`config.mk`:
```
export PLATFORM = sky130hd
export DESIGN_NAME = loht_ctrl
export DESIGN_NICKNAME = d
export VERILOG_FILES = /design/src/design/loht_pkg.sv /design/src/design/loht_ctrl.sv
export SDC_FILE = /design/constraint.sdc
export NUM_CORES = 1
export LEC_CHECK = 0
export BUFFER_PORTS_ARGS = -buffer_cell sky130_fd_sc_hd__buf_2
export CORE_AREA = 2 2 39 41
export DETAILED_ROUTE_END_ITERATION = 8
export DIE_AREA = 0 0 41 43
export HOLD_SLACK_MARGIN = 0.03
export MAX_ROUTING_LAYER = met4
export SETUP_SLACK_MARGIN = 0.2
export SLEW_MARGIN = 20
export SYNTH_ARGS = -nofsm -noshare
export SYNTH_HDL_FRONTEND = slang
export SYNTH_SLANG_ARGS = --single-unit
export TNS_END_PERCENT = 30
```
`constraint.sdc`:
```
create_clock -name clock -period 1.05 [get_ports clock]
set_clock_uncertainty 0.05 [all_clocks]
set_input_delay 0.0525 -clock clock [delete_from_list [all_inputs] [get_ports clock]]
set_output_delay 0.0525 -clock clock [all_outputs]
set_load 0.02 [all_outputs]
```
`src/design/loht_pkg.sv`:
```
// Shared types and constants for the LRU open handle tracker.
package loht_pkg;

   // Default number of tracked entries.
   localparam int NUM_ENTRIES_DEF = 512;

   // Fixed field widths.
   localparam int ENTRY_W = 9;
   localparam int CFG_W   = 10;
   localparam int COUNT_W = 10;

   // Common width for mixed-width compares (covers up to 65535 entries).
   localparam int WIDE_W = 16;

   // Reset value of the open limit register.
   localparam logic [CFG_W-1:0] MAX_OPEN_RST = CFG_W'(40);

   // Controller states.
   typedef enum logic [2:0] {
      ST_CLEAR,
      ST_IDLE,
      ST_LOOK,
      ST_W0,
      ST_W1
   } state_type;

   // Commands from controller to datapath.
   typedef struct packed {
      logic clear;
      logic accept;
      logic look;
      logic w0;
      logic w1;
   } cmd_type;

   // Status from datapath to controller.
   typedef struct packed {
      logic clear_last;
   } status_type;

endpackage

```
`src/design/loht_ctrl.sv`:
```
// Controller state machine: clearing pass, accept, lookup and two write steps.
module loht_ctrl (
   input  logic                  clock,
   input  logic                  reset,
   input  logic                  start,
   input  loht_pkg::status_type  status,
   output loht_pkg::cmd_type     cmd,
   output logic                  busy
);

   loht_pkg::state_type state_ff;
   loht_pkg::state_type state_in;

   // Hold state.
   always_ff @(posedge clock) begin
      if (reset) begin
         state_ff <= loht_pkg::ST_CLEAR;
      end else begin
         state_ff <= state_in;
      end
   end

   // Advance through clear, then the access sequence of idle, lookup and two write steps.
   always_comb begin
      state_in = state_ff;
      unique case (state_ff)
         loht_pkg::ST_CLEAR: begin
            if (status.clear_last) begin
               state_in = loht_pkg::ST_IDLE;
            end
         end
         loht_pkg::ST_IDLE: begin
            if (start) begin
               state_in = loht_pkg::ST_LOOK;
            end
         end
         loht_pkg::ST_LOOK: state_in = loht_pkg::ST_W0;
         loht_pkg::ST_W0:   state_in = loht_pkg::ST_W1;
         loht_pkg::ST_W1:   state_in = loht_pkg::ST_IDLE;
         default:           state_in = loht_pkg::ST_CLEAR;
      endcase
   end

   // Decode commands.
   always_comb begin
      cmd        = '0;
      busy       = 1'b1;
      unique case (state_ff)
         loht_pkg::ST_CLEAR: cmd.clear = 1'b1;
         loht_pkg::ST_IDLE: begin
            busy       = 1'b0;
            cmd.accept = start;
         end
         loht_pkg::ST_LOOK: cmd.look = 1'b1;
         loht_pkg::ST_W0:   cmd.w0 = 1'b1;
         loht_pkg::ST_W1:   cmd.w1 = 1'b1;
         default:           cmd = '0;
      endcase
   end

endmodule

```
==> impl_metrics.json, run 1 <==
{
  "power.density_mw_per_mm2": 1250,
  "pwr-share-seq_pct": 28.9,
  "yosysSeqAreaShare_pct": 32.7,
  "antenna_found_initial": 0,
  "p_leak_nw": 0.162,
  "grt_pass1_wl_um": 690,
  "cp_data_required_time_ns": 0.95,
  "ir_drop_v": 0.000380,
  "critical-path-top-delay-family": "simple AND/OR/NAND/NOR gates",
  "grt_use_met1_pct": 5.45,
  "setup_slack_ns": -0.121,
  "violations": "setup timing",
  "io_pins": 10,
  "rsz0062_at_grt": "yes",
  "globalRouteMet2Util_pct": 10.0,
  "seqCellArea_um2": 68.8,
  "critical-path-slowest-cell": "dfxtp_4",
  "rr_endpoint": "state_ff[2]",
  "cts_max_level": 1,
  "place.gp.congestion": 0.654,
  "drv_slew": 0,
  "worstPathArrival_ns": 1.07,
  "synth_largest_area_cell": "dfxtp_1",
  "clk_pin_slew_ns": 0.04,
  "cts_root_buf": "clkbuf_4",
  "cap_violations": 0,
  "start_kind": "register",
  "grt_max_degree": 10,
  "layout-drive-gt1-share_pct": 64.1,
  "cp_cell_sequence": "and2b_2 > and2_4 > buf_6",
  "min_from": "start",
  "first_pass_iters": 1,
  "start_util_pct": 13.3,
  "setup_viol": 7,
  "synthCells": 22,
  "drc_errors": 0,
  "synth_top_area_share_pct": 32.7,
  "nets": 44,
  "die_area_mm2": 0.00176,
  "port_buffers": 9,
  "r2r-start": "state_ff[0]",
  "status": "finished, violations left",
  "switching_power_uw": 131,
  "ctsLongestPathBuffers": 2,
  "grt.overflow.total": 0,
  "n_antenna_cell": 0,
  "pwr-share-clk_pct": 43.3,
  "busiest_layer": "met2",
  "grt_util_met3_pct": 4.71,
  "placed_area_um2": 264,
  "cts_buffers": 3,
  "place_hpwl_um": 321,
  "min_to": "state_ff[0]",
  "hold_viol_final": 0,
  "yosys_register_bits": 3,
  "cp_num_buf_inv": 1,
  "areaGrowthSynthToFinish_pct": 101,
  "yosysUniqueCellTypes": 16,
  "internal_power_uw": 332,
  "drt_wl_total_um": 469,
  "crit_path_end_kind": "output port",
  "coreArea_mm2": 0.00138,
  "cp_max_fo": 4,
  "multi_input_area_um2": 135,
  "hold_class": "input pin to register",
  "reg2reg_slack_ns": -0.05,
  "layout_commonest_cell": "buf_6",
  "drtIter0Drc": 0,
  "viasPerCell": 3.71,
  "syn-num-nets": 26,
  "ant_nets": 0,
  "critPathMaxStageDelay_ns": 0.34,
  "clock-sinks": 3,
  "grt_pass1_vias": 190,
  "dieHeight_um": 43,
  "n_fill_cell": 155,
  "synth.cell_area_um2": 184,
  "fmax_ghz": 0.854,
  "place_ws_ns": 0.0427,
  "synth.avg_cell_area_um2": 8.36,
  "clk_latency_ns": 0.23,
  "stdcell_area_um2": 370,
  "top_regs": "state_ff: 3 flops",
  "fp.dieW_um": 41,
  "vias": 204,
  "hold_path_depth": 4,
  "largest_reg_flops": 3,
  "num_rows": 14,
  "worstSetupPathType": "register to output port",
  "timing.slew.headroom_pct": 89.0,
  "yosys-top-cells-area": "dfxtp_1, nor2b_4, nor3b_2, nor2_1, a21oi_1",
  "whs_ns": 0.0627,
  "netSwitchingFraction_pct": 28.2,
  "cts_tree": "built",
  "finalCritPeriodShare_pct": 112,
  "ys_warn_count": 0,
  "avgRoutedWirePerCell_um": 8.53,
  "layout_common_cells": "buf_6, buf_2, buf_4",
  "max_flop_register": "state_ff",
  "grt_usage_pct": 6.27,
  "r2r.worst_path.cells": 4,
  "max_slew.worst_pin.slew_ns": 0.161,
  "fin_crit_ns": 1.17,
  "comb_power_share_pct": 27.9
}
==> layout make-up <==
type / count / area share [%]
clock buffers: 4 / 7.09
inverters: 1 / 1.01
multi-input cells: 17 / 36.5
flip-flops and latches: 3 / 18.6
well taps: 16 / 5.41
repair buffers: 14 / 31.4
==> worst max path at each step <==
stage / startpoint / end / slack [ns] / depth (start not counted)
floorplan: state_ff[1] / state_ff[0] / 0.09 / 3
global placement: state_ff[2] / state_ff[2] / 0.06 / 3
detailed placement: state_ff[2] / state_ff[2] / 0.04 / 3
CTS: state_ff[0] / cmd[1] / -0.13 / 3
global route: state_ff[0] / cmd[0] / -0.16 / 3
finish: state_ff[0] / cmd[1] / -0.12 / 3
==> worst reg2reg max path, cell delays in order (launching register included) <==
cell	delay, ns
dfxtp_4	0.34
and2b_2	0.22
and2_4	0.15
buf_4	0.12
nor2b_4	0.11
==> per-stage QoR <==
stage | cells | power, mW | TNS, ns | util, %
global placement | 46 | 0.227 | 0 | 19.1
detailed placement | 46 | 0.229 | 0 | 19.1
CTS | 54 | 0.469 | -0.617 | 25.9
floorplan | 22 | 0.199 | 0 | -
finish | 55 | 0.462 | -0.627 | 26.8
global route | 55 | 0.498 | -0.942 | 26.8
==> synth_stat cells <==
cell and count:
and2_1 1, a21oi_1 2, inv_1 1, and2b_1 1, nor3b_2 1, nor3_1 2
nor2b_4 1, and2_4 1, or2_1 1, nand2_1 1, nand2b_1 1, dfxtp_1 3
nor2b_1 1, buf_4 1, mux2i_1 1, nor2_1 3
==> metal layers <==
layer / wire length, µm / up-vias
li1: - / 103
met1: 165 / 94
met4: 0 / 0
met2: 262 / 7
met3: 40 / 0
met5: 0 / -
==> power by group through the flow <==
stage	clock, mW	sequential, mW	combinational, mW
detailed placement	0	0.139	0.0897
CTS	0.210	0.133	0.126
floorplan	0	0.136	0.0637
finish	0.200	0.133	0.129
global placement	0	0.138	0.0892
global route	0.225	0.135	0.138
==> repair_timing <==
item	in CTS	in global routing
gates resized for setup	12	1
hold buffers	1	0
pin swaps	3	2
setup buffers	3	1
setup endpoints to repair	8	9
hold endpoints to repair	3	0
==> logic make-up (layout without fill, tap and decap cells) <==
kind of cell	count (synthesis)	after routing	share of synthesized area, %
AND/OR/NAND/NOR	14	14	50.3
flip-flops	3	3	32.7
AO/OA/AOI/OAI	2	2	5.44
buffers and inverters	2	19	6.12
multiplexers	1	1	5.44
No activity file was read; power rests on OpenSTA's default activity.
==> run 2: changes to the inputs <==
Clock period 1.05 ns to 1.3 ns, I/O delays scaled along.
==> run 2 against run 1 <==
  * Count of clock-buffer cells in the layout unchanged
  * Power decreased by 26%
  * Die area unchanged
  * Non-clock buffer count down 3
  * The run now ends clean
  * Final area is 19% lower
  * Utilization decreased by 5.2 points
  * Sequential cell count unchanged
  * Largest power group unchanged
  * First-iteration DRC count unchanged
==> impl_metrics.json, run 2 (synthesis results as in run 1) <==
{
  "netSwitchingFraction_pct": 28.1,
  "max_slew.worst_pin.slew_ns": 0.255,
  "rsz0062_at_grt": "yes",
  "avgRoutedWirePerCell_um": 7.42,
  "power_uw": 344,
  "layout_commonest_cell": "buf_2",
  "max_flop_register": "state_ff",
  "worstPathArrival_ns": 1.08,
  "start_kind": "register",
  "reg2reg_slack_ns": 0.30,
  "min_to": "state_ff[0]",
  "p_leak_nw": 0.139,
  "place_ws_ns": 0.276,
  "power.density_mw_per_mm2": 1150,
  "port_buffers": 9,
  "n_antenna_cell": 0,
  "dieHeight_um": 43,
  "hold_path_depth": 4,
  "switching_power_uw": 96.8,
  "grt_usage_pct": 6.26,
  "fin_crit_ns": 1.20,
  "ctsLongestPathBuffers": 2,
  "place.gp.congestion": 0.625,
  "cp_data_required_time_ns": 1.19,
  "cp_num_buf_inv": 1,
  "grt_pass1_vias": 166,
  "r2r-start": "state_ff[1]",
  "clock-sinks": 3,
  "pwr-share-seq_pct": 31.6,
  "cp_max_fo": 5,
  "comb_power_share_pct": 20.7,
  "worstSetupPathType": "register to output port",
  "top_regs": "state_ff: 3 flops",
  "place_hpwl_um": 305,
  "antenna_found_initial": 0,
  "num_rows": 14,
  "grt_pass1_wl_um": 607,
  "pwr-share-clk_pct": 47.7,
  "fp.dieW_um": 41,
  "layout-drive-gt1-share_pct": 52.8,
  "io_pins": 10,
  "cts_tree": "built",
  "grt_max_degree": 10,
  "grt.overflow.total": 0,
  "start_util_pct": 13.3,
  "layout_common_cells": "buf_2, clkbuf_4",
  "ir_drop_v": 0.000547,
  "placed_cells": 46,
  "setup_viol": 0,
  "critical-path-slowest-cell": "dfxtp_2",
  "cts_max_level": 1,
  "cts_root_buf": "clkbuf_4",
  "rr_endpoint": "state_ff[0]",
  "viasPerCell": 3.56,
  "drc_errors": 0,
  "crit_path_end_kind": "output port",
  "drt_wl_total_um": 386,
  "ant_nets": 0,
  "nets": 41,
  "fmax_ghz": 0.836,
  "crit_start": "state_ff[2]",
  "min_from": "start",
  "status": "complete, no violations",
  "r2r.worst_path.cells": 3,
  "critPathMaxStageDelay_ns": 0.33,
  "cp_cell_sequence": "and2b_1 > nand2b_1 > nor2_2 > buf_4",
  "first_pass_iters": 1,
  "drtIter0Drc": 0,
  "clk_pin_slew_ns": 0.04,
  "hold_class": "input pin to register",
  "critical-path-top-delay-family": "simple AND/OR/NAND/NOR gates",
  "internal_power_uw": 247,
  "finalNonFillerCells": 52,
  "largest_reg_flops": 3,
  "finalCritPeriodShare_pct": 92.0,
  "vias": 185,
  "areaGrowthSynthToFinish_pct": 62.6,
  "setup_tns_ns": 0,
  "cap_violations": 0,
  "timing.slew.headroom_pct": 83.0,
  "drv_slew": 0,
  "die_area_mm2": 0.00176,
  "whs_ns": 0.0611,
  "cts_buffers": 3,
  "coreArea_mm2": 0.00138,
  "hold_viol_final": 0,
  "setup_slack_ns": 0.103,
  "clk_latency_ns": 0.23
}
## run 2: cell type report
type                            instances  area [µm²]
Fill cell                             153        1080
Multi-Input combinational cell         17         115
Timing Repair Buffer                   11        71.3
Sequential cell                         3        62.6
Clock buffer                            4        26.3
Tap cell                               16        20.0
Inverter                                1        3.75
## run 2: power by group through the flow
stage / clock, mW / sequential, mW / combinational, mW
2_1_floorplan: 0 / 0.107 / 0.0471
3_3_place_gp: 0 / 0.110 / 0.0664
3_5_place_dp: 0 / 0.109 / 0.0671
4_1_cts: 0.174 / 0.109 / 0.0724
5_1_grt: 0.179 / 0.111 / 0.0788
6_report: 0.164 / 0.109 / 0.0711
## run 2: worst max path at each step
stage | endpoint | slack (ns) | cells past startpoint
floorplan | cmd[3] | 0.22 | 3
global placement | state_ff[2] | 0.28 | 3
detailed placement | state_ff[2] | 0.28 | 3
CTS | cmd[3] | 0.09 | 4
global route | cmd[3] | 0.03 | 4
finish | cmd[3] | 0.10 | 4
## run 2: tightest hold or removal path, cell delays in order
cell	delay [ns]
buf_2	0.09
nor2_1	0.04
nand2_1	0.06
a21oi_1	0.05
## run 2: what timing repair did
item                       in CTS  in global routing
hold buffers                    1                  0
setup buffers                   1                  0
hold endpoints to repair        3                  0
pin swaps                       0                  0
cloned                          0                  0
gates resized for setup         5                  0
setup endpoints to repair       5                  6
## run 2: layer usage
layer,GRT usage [%],share of wire [%],vias up
met5,-,0,-
met4,2.00,0,0
met3,9.42,20,0
met2,7.50,42,9
met1,5.11,38,78
li1,-,-,98
## run 2: stage by stage
| stage | util [%] | area, µm² |
|---|---|---|
| after floorplan | - | 186 |
| after global placement | 17.6 | 244 |
| after detailed placement | 17.6 | 244 |
| after CTS | 21.6 | 299 |
| after global routing | 21.6 | 299 |
| final | 21.6 | 299 |
